File: config.mk
export PLATFORM = sky130hd
export DESIGN_NAME = task_table_next_task_scheduler_top_flat
export DESIGN_NICKNAME = d
export VERILOG_FILES = /design/src/hw/rtl/ttns_pkg.sv /design/src/hw/rtl/ttns_if.sv /design/src/hw/rtl/ttns_cell.sv /design/src/hw/rtl/task_table_next_task_scheduler_top.sv /design/src/flat_wrapper.sv
export VERILOG_INCLUDE_DIRS = /design/src /design/src/hw/rtl
export SDC_FILE = /design/constraint.sdc
export NUM_CORES = 2
export LEC_CHECK = 0
export ABC_CLOCK_PERIOD_IN_PS = 19840
export BUFFER_PORTS_ARGS = -buffer_cell sky130_fd_sc_hd__buf_4
export CORE_MARGIN = 5
export CORE_UTILIZATION = 55
export DETAILED_ROUTE_END_ITERATION = 8
export PLACE_DENSITY = 0.72
export SYNTH_ARGS = -nofsm -noshare
export SYNTH_HDL_FRONTEND = slang
export SYNTH_SLANG_ARGS = --single-unit
File: constraint.sdc
create_clock -name clk -period 19.84 [get_ports clk]
set_input_delay 3.968 -clock clk [delete_from_list [all_inputs] [get_ports clk]]
set_output_delay 3.968 -clock clk [all_outputs]
set_load 0.02 [all_outputs]
File: src/hw/rtl/assert_macros.svh
// assertion macros for the rtl files, included by the scheduler top level
`ifndef ASSERT_MACROS_SVH
`define ASSERT_MACROS_SVH
// check that a implies b at every clock edge
`define ASSERT_IMPL(label, clk, rst, a, b) \
  label: assert property (@(posedge clk) disable iff (rst) (a) |-> (b)) \
    else $error("assertion failed");
// check that a implies b in the next cycle
`define ASSERT_NEXT(label, clk, rst, a, b) \
  label: assert property (@(posedge clk) disable iff (rst) (a) |=> (b)) \
    else $error("assertion failed");
`endif

File: src/hw/rtl/ttns_pkg.sv
// shared types and codes for the task table scheduler
package ttns_pkg;
  localparam int unsigned META_WIDTH = 18;
  localparam logic [2:0] OP_SCHEDULE = 3'd0;
  localparam logic [2:0] OP_POP = 3'd1;
  localparam logic [2:0] OP_LINK_UP = 3'd2;
  localparam logic [2:0] OP_LINK_DOWN = 3'd3;
  localparam logic [2:0] OP_TIMER = 3'd4;
  localparam logic [2:0] KIND_ACCEPTED = 3'd0;
  localparam logic [2:0] KIND_FULL = 3'd1;
  localparam logic [2:0] KIND_ISSUED = 3'd2;
  localparam logic [2:0] KIND_NOT_READY = 3'd3;
  localparam logic [2:0] KIND_PENDING = 3'd4;
  localparam logic [2:0] KIND_DROPPED = 3'd5;
  localparam logic [2:0] KIND_NO_EFFECT = 3'd6;

  typedef enum logic [1:0] {
    ST_IDLE,
    ST_SCAN,
    ST_DECIDE,
    ST_OUT
  } state_t;

  // control from the sequencer into the cell row
  typedef struct packed {
    logic load;
    logic shift;
    logic remove;
  } cell_ctrl_t;
endpackage

File: src/hw/rtl/ttns_if.sv
// valid/ready channel interfaces for commands and results
interface ttns_in_if #(parameter int TW = 48) ();
  logic valid;
  logic ready;
  logic [2:0] op;
  logic [7:0] task_id;
  logic task_enabled;
  logic [7:0] task_priority;
  logic task_blocks_lower;
  logic [TW-1:0] task_expiry;
  logic [TW-1:0] now_ms;
  modport source (output valid, op, task_id, task_enabled, task_priority,
    task_blocks_lower, task_expiry, now_ms, input ready);
  modport sink (input valid, op, task_id, task_enabled, task_priority,
    task_blocks_lower, task_expiry, now_ms, output ready);
endinterface

interface ttns_out_if #(parameter int TW = 48) ();
  logic valid;
  logic ready;
  logic [2:0] kind;
  logic [7:0] issued_id;
  logic timer_started;
  logic [TW-1:0] wake_time;
  logic [4:0] dropped_count;
  modport source (output valid, kind, issued_id, timer_started, wake_time,
    dropped_count, input ready);
  modport sink (input valid, kind, issued_id, timer_started, wake_time,
    dropped_count, output ready);
endinterface

File: src/hw/rtl/ttns_cell.sv
// one table slot; the row rotates left once per cycle during a scan
module ttns_cell import ttns_pkg::*; #(
  parameter int TW = 48
) (
  input  logic                  clk,
  input  cell_ctrl_t            ctrl,
  input  logic                  load_here,
  input  logic                  skip,
  input  logic [META_WIDTH-1:0] load_meta,
  input  logic [TW-1:0]         load_exp,
  input  logic [META_WIDTH-1:0] nb_meta,
  input  logic [TW-1:0]         nb_exp,
  output logic [META_WIDTH-1:0] meta,
  output logic [TW-1:0]         expiry
);
  // payload register: load, rotate, or close up on removal
  always_ff @(posedge clk) begin
    if (ctrl.load && load_here) begin
      meta <= load_meta;
      expiry <= load_exp;
    end else if (ctrl.shift || (ctrl.remove && skip)) begin
      meta <= nb_meta;
      expiry <= nb_exp;
    end
  end
endmodule

File: src/hw/rtl/task_table_next_task_scheduler_top.sv
// top level: command sequencer, comparator and row of table cells
// schedule, link, timer and empty-table pop go through ST_DECIDE to ST_OUT
// a pop on a nonempty table first rotates the row one full turn in ST_SCAN
// one command is in work at a time; the next is accepted in the cycle after the take
// synchronous active-high rst clears count, online flag and wake timer
// table contents are not cleared by reset
module task_table_next_task_scheduler_top import ttns_pkg::*; #(
  parameter int TABLE_DEPTH = 16,
  parameter int TIME_WIDTH = 48
) (
  input logic clk,
  input logic rst,
  ttns_in_if.sink in_ch,
  ttns_out_if.source out_ch
);
`include "assert_macros.svh"
  localparam int IW = $clog2(TABLE_DEPTH);
  localparam int CW = $clog2(TABLE_DEPTH + 1);
  localparam logic [TIME_WIDTH-1:0] NEVER = '1;

  state_t state, state_next;
  logic [CW-1:0] count;
  logic online, timer_active;
  logic [TIME_WIDTH-1:0] timer_expiry;
  logic [2:0] op;
  logic [TIME_WIDTH-1:0] now;
  logic [META_WIDTH-1:0] cmd_meta;
  logic [TIME_WIDTH-1:0] cmd_exp;
  logic [IW:0] step;
  logic [IW-1:0] best_idx;
  logic [META_WIDTH-1:0] best_meta;
  logic [TIME_WIDTH-1:0] best_exp;
  cell_ctrl_t ctrl;
  logic [META_WIDTH-1:0] c_meta [TABLE_DEPTH];
  logic [TIME_WIDTH-1:0] c_exp [TABLE_DEPTH];
  logic wins;
  logic [2:0] r_kind;
  logic [7:0] r_id;
  logic r_started;
  logic [4:0] r_drop;

  // row of cells, cell i takes from cell i+1, last wraps to cell 0
  for (genvar g = 0; g < TABLE_DEPTH; g++) begin : g_cell
    localparam int NB = (g + 1) % TABLE_DEPTH;
    ttns_cell #(.TW(TIME_WIDTH)) u_cell (
      .clk, .ctrl,
      .load_here(count[IW-1:0] == IW'(g)),
      .skip(IW'(g) >= best_idx),
      .load_meta(cmd_meta), .load_exp(cmd_exp),
      .nb_meta(c_meta[NB]), .nb_exp(c_exp[NB]),
      .meta(c_meta[g]), .expiry(c_exp[g])
    );
  end

  // pairwise rule: candidate at cell 0 against running best
  always_comb begin
    logic le, re, lb, rb, pgt;
    le = best_meta[8]; re = c_meta[0][8];
    lb = best_meta[17]; rb = c_meta[0][17];
    pgt = best_meta[16:9] > c_meta[0][16:9];
    if (!(le && re)) wins = re;
    else if (pgt && rb) wins = 1'b1;
    else if (pgt && lb) wins = 1'b0;
    else if (best_exp <= now && c_exp[0] <= now) wins = pgt;
    else if (best_exp < c_exp[0]) wins = 1'b0;
    else if (c_exp[0] < best_exp) wins = 1'b1;
    else wins = pgt;
  end

  // state register
  always_ff @(posedge clk) begin
    if (rst) state <= ST_IDLE;
    else state <= state_next;
  end

  // next state and cell control
  always_comb begin
    state_next = state;
    ctrl = '0;
    case (state)
      ST_IDLE: if (in_ch.valid) state_next = ST_DECIDE;
      ST_SCAN: begin
        ctrl.shift = 1'b1;
        if (step == (IW+1)'(TABLE_DEPTH - 1)) state_next = ST_DECIDE;
      end
      ST_DECIDE: begin
        if (op == OP_POP && count != '0 && step == '0) state_next = ST_SCAN;
        else begin
          state_next = ST_OUT;
          ctrl.load = (op == OP_SCHEDULE) && (count < CW'(TABLE_DEPTH));
          ctrl.remove = (op == OP_POP) && (count != '0) && (best_exp <= now);
        end
      end
      ST_OUT: if (out_ch.ready) state_next = ST_IDLE;
      default: state_next = ST_IDLE;
    endcase
  end

  assign in_ch.ready = (state == ST_IDLE);

  // command capture, scan bookkeeping and result
  always_ff @(posedge clk) begin
    if (rst) begin
      count <= '0; online <= 1'b0; timer_active <= 1'b0; timer_expiry <= '0;
    end else begin
      case (state)
        ST_IDLE: if (in_ch.valid) begin
          op <= in_ch.op; now <= in_ch.now_ms; step <= '0;
          cmd_meta <= {in_ch.task_blocks_lower, in_ch.task_priority,
                       in_ch.task_enabled, in_ch.task_id};
          cmd_exp <= in_ch.task_expiry;
        end
        ST_SCAN: begin
          if (step == '0 || (IW'(step) < count[IW-1:0] && wins) ||
              (count == CW'(TABLE_DEPTH) && step != '0 && wins)) begin
            if (step == '0 || IW'(step) < count[IW-1:0] ||
                count == CW'(TABLE_DEPTH)) begin
              best_idx <= IW'(step); best_meta <= c_meta[0]; best_exp <= c_exp[0];
            end
          end
          step <= step + 1'b1;
        end
        ST_DECIDE: if (!(op == OP_POP && count != '0 && step == '0)) begin
          r_kind <= KIND_NO_EFFECT; r_id <= '0; r_started <= 1'b0; r_drop <= '0;
          case (op)
            OP_SCHEDULE: if (count < CW'(TABLE_DEPTH)) begin
              count <= count + 1'b1; r_kind <= KIND_ACCEPTED;
            end else r_kind <= KIND_FULL;
            OP_POP: begin
              r_kind <= KIND_NOT_READY;
              if (count != '0) begin
                if (best_exp <= now) begin
                  r_kind <= KIND_ISSUED; r_id <= best_meta[7:0];
                  count <= count - 1'b1;
                end else if (best_exp != NEVER &&
                             (!timer_active || timer_expiry > best_exp)) begin
                  timer_active <= 1'b1; timer_expiry <= best_exp; r_started <= 1'b1;
                end
              end
            end
            OP_LINK_UP: if (!online) begin
              online <= 1'b1; r_kind <= KIND_PENDING;
            end
            OP_LINK_DOWN: if (online) begin
              online <= 1'b0; timer_active <= 1'b0; timer_expiry <= '0;
              r_drop <= 5'(count); count <= '0; r_kind <= KIND_DROPPED;
            end
            OP_TIMER: begin
              timer_active <= 1'b0; timer_expiry <= '0; r_kind <= KIND_PENDING;
            end
            default: r_kind <= KIND_NO_EFFECT;
          endcase
        end
        default: ;
      endcase
    end
  end

  assign out_ch.valid = (state == ST_OUT);
  assign out_ch.kind = r_kind;
  assign out_ch.issued_id = r_id;
  assign out_ch.timer_started = r_started;
  assign out_ch.wake_time = timer_active ? timer_expiry : '0;
  assign out_ch.dropped_count = r_drop;

  `ASSERT_IMPL(a_count_range, clk, rst, 1'b1, count <= CW'(TABLE_DEPTH))
  `ASSERT_IMPL(a_idle_timer, clk, rst, !timer_active, timer_expiry == '0)
  `ASSERT_NEXT(a_out_hold, clk, rst, out_ch.valid && !out_ch.ready, out_ch.valid)
endmodule

File: src/flat_wrapper.sv
// flat-port wrapper written by rule: the top's interface ports become plain ports
module task_table_next_task_scheduler_top_flat import ttns_pkg::*;
#(
  parameter int TABLE_DEPTH = 16,
  parameter int TIME_WIDTH = 48
)
  (clk, rst, in_ch_valid, in_ch_op, in_ch_task_id, in_ch_task_enabled, in_ch_task_priority, in_ch_task_blocks_lower, in_ch_task_expiry, in_ch_now_ms, in_ch_ready, out_ch_valid, out_ch_kind, out_ch_issued_id, out_ch_timer_started, out_ch_wake_time, out_ch_dropped_count, out_ch_ready);
  ttns_in_if #(.TW((48))) in_ch_i ();
  ttns_out_if #(.TW((48))) out_ch_i ();
  input logic clk;
  input logic rst;
  input wire logic [$bits(in_ch_i.valid)-1:0] in_ch_valid;
  input wire logic [$bits(in_ch_i.op)-1:0] in_ch_op;
  input wire logic [$bits(in_ch_i.task_id)-1:0] in_ch_task_id;
  input wire logic [$bits(in_ch_i.task_enabled)-1:0] in_ch_task_enabled;
  input wire logic [$bits(in_ch_i.task_priority)-1:0] in_ch_task_priority;
  input wire logic [$bits(in_ch_i.task_blocks_lower)-1:0] in_ch_task_blocks_lower;
  input wire logic [$bits(in_ch_i.task_expiry)-1:0] in_ch_task_expiry;
  input wire logic [$bits(in_ch_i.now_ms)-1:0] in_ch_now_ms;
  output wire logic [$bits(in_ch_i.ready)-1:0] in_ch_ready;
  output wire logic [$bits(out_ch_i.valid)-1:0] out_ch_valid;
  output wire logic [$bits(out_ch_i.kind)-1:0] out_ch_kind;
  output wire logic [$bits(out_ch_i.issued_id)-1:0] out_ch_issued_id;
  output wire logic [$bits(out_ch_i.timer_started)-1:0] out_ch_timer_started;
  output wire logic [$bits(out_ch_i.wake_time)-1:0] out_ch_wake_time;
  output wire logic [$bits(out_ch_i.dropped_count)-1:0] out_ch_dropped_count;
  input wire logic [$bits(out_ch_i.ready)-1:0] out_ch_ready;
  assign in_ch_i.valid = in_ch_valid;
  assign in_ch_i.op = in_ch_op;
  assign in_ch_i.task_id = in_ch_task_id;
  assign in_ch_i.task_enabled = in_ch_task_enabled;
  assign in_ch_i.task_priority = in_ch_task_priority;
  assign in_ch_i.task_blocks_lower = in_ch_task_blocks_lower;
  assign in_ch_i.task_expiry = in_ch_task_expiry;
  assign in_ch_i.now_ms = in_ch_now_ms;
  assign in_ch_ready = in_ch_i.ready;
  assign out_ch_valid = out_ch_i.valid;
  assign out_ch_kind = out_ch_i.kind;
  assign out_ch_issued_id = out_ch_i.issued_id;
  assign out_ch_timer_started = out_ch_i.timer_started;
  assign out_ch_wake_time = out_ch_i.wake_time;
  assign out_ch_dropped_count = out_ch_i.dropped_count;
  assign out_ch_i.ready = out_ch_ready;
  task_table_next_task_scheduler_top #(.TABLE_DEPTH(TABLE_DEPTH), .TIME_WIDTH(TIME_WIDTH)) u_core (.clk(clk), .rst(rst), .in_ch(in_ch_i), .out_ch(out_ch_i));
endmodule
Word level (Yosys, flattened, before mapping)
Cells that the tools add are included.
- bits in registers: 1322
- input port bits: 121
- output and inout port bits: 67
- word-level logic and storage cells: 323
- add/subtract/negate cells: 3
- magnitude comparators: 24
- eq/ne operators: 34
- muxes and demuxes: 106
- bitwise operators: 4
- reductions and logical operators: 103
- operator list (cell ; count):
    two-way mux 48 bit ; 37
    two-way mux 18 bit ; 32
    one-hot mux 48 bit (3 select lines) ; 1
    <= comparator 48 bit ; 2
    less-than comparator 48 bit ; 2
    greater-than comparator 48 bit ; 1
    != test 48 bit (second input constant) ; 1
    logical AND 1 bit ; 44
    nonzero test 2 bit ; 18
    == test 4 bit (second input constant) ; 8
    >= comparator 4 bit (first input constant) ; 8
    two-way mux 5 bit ; 5
    logical OR 1 bit ; 21
    two-way mux 1 bit ; 18
    AND reduction 3 bit ; 6
    == test 4 x 3 -> 1 bit (second input constant) ; 4
    >= comparator 3 x 4 -> 1 bit (first input constant) ; 4
    one-hot mux 3 bit (5 select lines) ; 1
    one-hot mux 5 bit (3 select lines) ; 1
    AND reduction 7 bit ; 2
    two-way mux 2 bit ; 6
    != test 2 bit (second input constant) ; 6
    adder 5 x 1 -> 5 bit (second input constant) ; 2
    one-hot mux 5 bit (2 select lines) ; 1
    other kinds (31) ; 43

Logic depth before layout (Yosys ltp)
- depth in word-level cells: 11
- gate-level depth with buffers: 13
- depth with buffers taken out: 11

By module
From an unflattened synthesis, not the netlist that was laid out.
- cells, all modules: 3472
- area, all modules: 60656.9 um^2
- modules (own cells, without submodules) (module ; times used ; cells each ; area each (um^2) ; sequential area each (um^2)):
    ttns_cell ; 16 ; 142 ; 2906.5 ; 1981.9
    task_table_next_task_scheduler_top ; 1 ; 1200 ; 14152.3 ; 7417.1

Worst setup path before layout
No wires, ideal clock.
- path type: in2reg
- start: input port rst
- end: register u_core.cmd_exp[0] (enable)
- library setup time: 926 ps
- data arrival time: 16124 ps
- data required time: 18914 ps
- slack: 2789 ps
- stages: 1
- buffers on the path: 0
- cell sequence: nor4b_1
- word-level cells in the longest chain between the ends: 2
- RTL lines (element ; line ; text):
    from (decl) ; flat_wrapper.sv:11 ; input logic rst;
    NOT 1 bit (no source line) ; - ;
    AND reduction 3 bit (no source line) ; - ;
    to (signal assigned) ; task_table_next_task_scheduler_top.sv:111 ; cmd_exp <= in_ch.task_expiry;
    to (decl) ; task_table_next_task_scheduler_top.sv:28 ; logic [TIME_WIDTH-1:0] cmd_exp;
Every way passes these cells.
A chain may end at the register's enable or synchronous reset.

Worst setup path in the final report
- start: register u_core.timer_active
- end: output port out_ch_wake_time[6]
- word-level cells in the longest chain between the ends: 1
- RTL lines (element ; line ; text):
    from (decl) ; task_table_next_task_scheduler_top.sv:23 ; logic online, timer_active;
    from (signal assigned) ; task_table_next_task_scheduler_top.sv:104 ; count <= '0; online <= 1'b0; timer_active <= 1'b0; timer_expiry <= '0;
    from (signal assigned) ; task_table_next_task_scheduler_top.sv:137 ; timer_active <= 1'b1; timer_expiry <= best_exp; r_started <= 1'b1;
    from (signal assigned) ; task_table_next_task_scheduler_top.sv:145 ; online <= 1'b0; timer_active <= 1'b0; timer_expiry <= '0;
    two-way mux 48 bit ; task_table_next_task_scheduler_top.sv:163 ; assign out_ch.wake_time = timer_active ? timer_expiry : '0;
    to (decl) ; flat_wrapper.sv:25 ; output wire logic [$bits(out_ch_i.wake_time)-1:0] out_ch_wake_time;
Every way passes these cells.

==> impl_metrics.csv <==
group,metric,value,unit
run_status,outcome,"finished clean",
critical_path,cp_max_fo,51,
synth,synth_ff_type,"edfxtp_1",
route,vias,32434,
die,fp.coreArea,106000,um^2
job,cap_viol_max_count,0,
cts,worstSkewPairLatency,750,ps
sta,slew_headroom,0.163,
critical_path,worstPathArrival,2210,ps
route,via_per_inst,6.14,
synth,syn_nets,3939,
sta,drv_slew,0,
sta,finalSetupTns,0,ps
route,routedWlPerCell,28.0,um
cts,htreeDepth,4,
power,p_leak,23.4,nW
critical_path,slowest_stage,"dfxtp_2",
hold_path,hold_path.class,"reg2reg",
power,p_total,6.54,mW
cells_and_area,nets,4103,
power,p_per_area,98.8,nW/um^2
critical_path,worst-setup-path-type,"reg2out",
cts,clockBufferDepth,3,
placement,dpl_cell_area,61500,um^2
cells_and_area,final_area,66200,um^2
global_routing,overflow,0,
sta,min_period,6180,ps
sta,setup_viol,0,
sta,fmax,0.162,GHz
cells_and_area,num-fill-cells,7590,
global_routing,grtUsageMet1,0.375,
synth,synth_area,58600,um^2
global_routing,grtUsageTotal,0.260,
critical_path,slowest_delay,1040,ps
die,io_pins,188,
die,start_util,0.555,
sta,timing.hold.ws,474,ps
die,core.rowCount,119,
synth,syn_inst,3608,
synth,yosys_warnings,0,
synth,synth-edff-count,1265,
synth,synth-seq-cells,1322,
critical_path,crit_path_end_kind,"primary output",
cts,cts_root_buf,"clkbuf_16",
cells_and_area,layout-drive-gt1-share,0.381,
die,fp.dieH,336,um
global_routing,grt.busiest_layer,"met2",
power,ir_worst_vdd,0.0726,mV
die,die_w,336,um
global_routing,antenna_found_initial,9,
synth,ys_seq_area_frac,0.668,
placement,place.gp.congestion,0.902,
placement,numPortBuffers,187,
cts,cts_tree,"built",
critical_path,required,15870,ps
route,firstDrtPassIters,6,
global_routing,use_met3,0.0570,
critical_path,worstSetupStartpointType,"flop",
cts,postCtsHoldBufs,0,
sta,rsz0062_at_grt,"false",
sta,finalHoldViolations,0,
sta,fin_crit_sh,0.312,
synth,avgSynthCellArea,16.2,um^2
global_routing,met2_usage,0.406,
route,drt_iter0_markers,3505,
global_routing,grt_pass1_vias,32313,
route,routed_wl,148000,um
critical_path,cp.buffers_inverters,1,
cells_and_area,regArea,39100,um^2
cells_and_area,multiInputGateArea,18200,um^2
placement,dp_hpwl,87500,um
cells_and_area,area_delta_synth_final,13.1,%
route,antenna_left,0,
synth,ys_types,61,
cts,cts_setup_buffers,0,
cts,cts.clk_slew.worst_paths,60,ps
critical_path,critPathTopFamily,"flip-flops",
global_routing,grt_first_pass_wirelength,216000,um
synth,synthArstFlopShare,0,
die,dieArea,113000,um^2
route,drc,0,
sta,tightest_slew,1260,ps
global_routing,grt_max_degree,95,
cts,cts_sinks,1322,
sta,skew,23.2,ps
cts,cts_buffers,141,
critical_path,crit_path_cell_trace,"and2_1, buf_4",
cts,cts-resized-gates,0,
[state kept, by name (all words and copies together), names as in the netlist, 2 cells and up]
register                     count
u_core.g_cell.u_cell.expiry    768
u_core.g_cell.u_cell.meta      288
u_core.best_exp                 48
u_core.cmd_exp                  48
u_core.now                      48
u_core.timer_expiry             48
u_core.best_meta                18
u_core.cmd_meta                 18
u_core.out_ch.issued_id          8
u_core.count                     5
u_core.out_ch.dropped_count      5
u_core.step                      5
u_core.best_idx                  4
u_core.op                        3
u_core.out_ch.kind               3
u_core.state                     2
[Yosys cell counts, drive strengths merged, types with 2 or more instances]
library cell  number  area [um^2]
o2111ai            2         17.5
and2              59          369
a22o              48          420
nand3             28          140
nand2            103          387
buf               67          290
xnor2              2         17.5
nor3              12         60.1
clkbuf           148          556
nand4             51          325
a21boi             2         15.0
a21o              32          240
nor4              13          109
or2                2         12.5
dfxtp             57         1140
o31ai              3         22.5
nor2b             14         87.6
edfxtp          1265        38000
o21a               7         52.6
and3               8         50.1
o31a               3         27.5
inv              167          627
xor2               3         26.3
o21ai             90          450
o211ai            10         75.1
a2111oi            3         26.3
nand2b             8         50.1
or4                2         15.0
a211oi            10         75.1
ha               209         2620
a21oi             85          425
mux2            1001        11300
a211o              2         17.5
a31oi              5         31.3
nor2              45          169
nor4b              3         26.3
or3               13         86.3
a221oi             5         43.8
and4               8         70.1
[logic make-up after synthesis]
logic type,after synthesis,synth area share
buf+inv,382,0.0251
flops,1322,0.668
mux,1002,0.193
compound gates,316,0.0345
xor+xnor,5,0.000748
fa+ha+maj,210,0.0450
simple gates,371,0.0338
[report_power, final]
part	switching (mW)	total, mW	internal (mW)
Clock	1.11	2.71	1.60
Combinational	0.273	0.436	0.163
Sequential	0.0887	3.39	3.31
Total	1.47	6.54	5.07
[worst paths after layout]
kind         slack [ps]  cells past startpoint                             start                                  to
max reg2reg       13870                     12               u_core.best_exp[28]  u_core.g_cell[1].u_cell.expiry[20]
max               13660                      2               u_core.timer_active                 out_ch_wake_time[6]
min reg2reg         470                      0  u_core.g_cell[0].u_cell.meta[13]                u_core.best_meta[13]
min                 470                      0  u_core.g_cell[0].u_cell.meta[13]                u_core.best_meta[13]
[stage by stage]
step / std cells / setup slack [ps] / util
2_1_floorplan: 3608 / 2790 / -
3_3_place_gp: 5020 / 13910 / 0.582
3_5_place_dp: 5020 / 13890 / 0.582
4_1_cts: 5280 / 13560 / 0.627
5_1_grt: 5281 / 13530 / 0.627
6_report: 5282 / 13660 / 0.627
[cells in the final DEF (no fill, tap or decap), types with 36 or more instances in the layout]
master,n
and2_1,59
clkbuf_1,36
clkbuf_16,147
o21ai_0,88
ha_1,209
a22o_1,48
inv_1,167
dfxtp_1,56
nand4_1,50
mux2_2,1001
a21oi_1,85
edfxtp_1,1265
buf_4,236
nand2_1,101
[routing by layer]
| layer | part of all wire | routed length, um | vias up |
|---|---|---|---|
| met5 | 0.000054 | 8 | - |
| met4 | 0.025 | 3640 | 2 |
| met3 | 0.085 | 12600 | 229 |
| met2 | 0.46 | 68000 | 1281 |
| met1 | 0.43 | 63800 | 16741 |
| li1 | - | - | 14181 |
[area by class of cell]
type	instances	area share
Clock inverter	74	0.0135
Sequential cell	1322	0.591
Antenna cell	2	0.0000756
Tap cell	1391	0.0263
Multi-Input combinational cell	1904	0.275
Timing Repair Buffer	236	0.0268
Inverter	167	0.00947
Clock buffer	186	0.0582
Power figures use the tool's default switching activity.
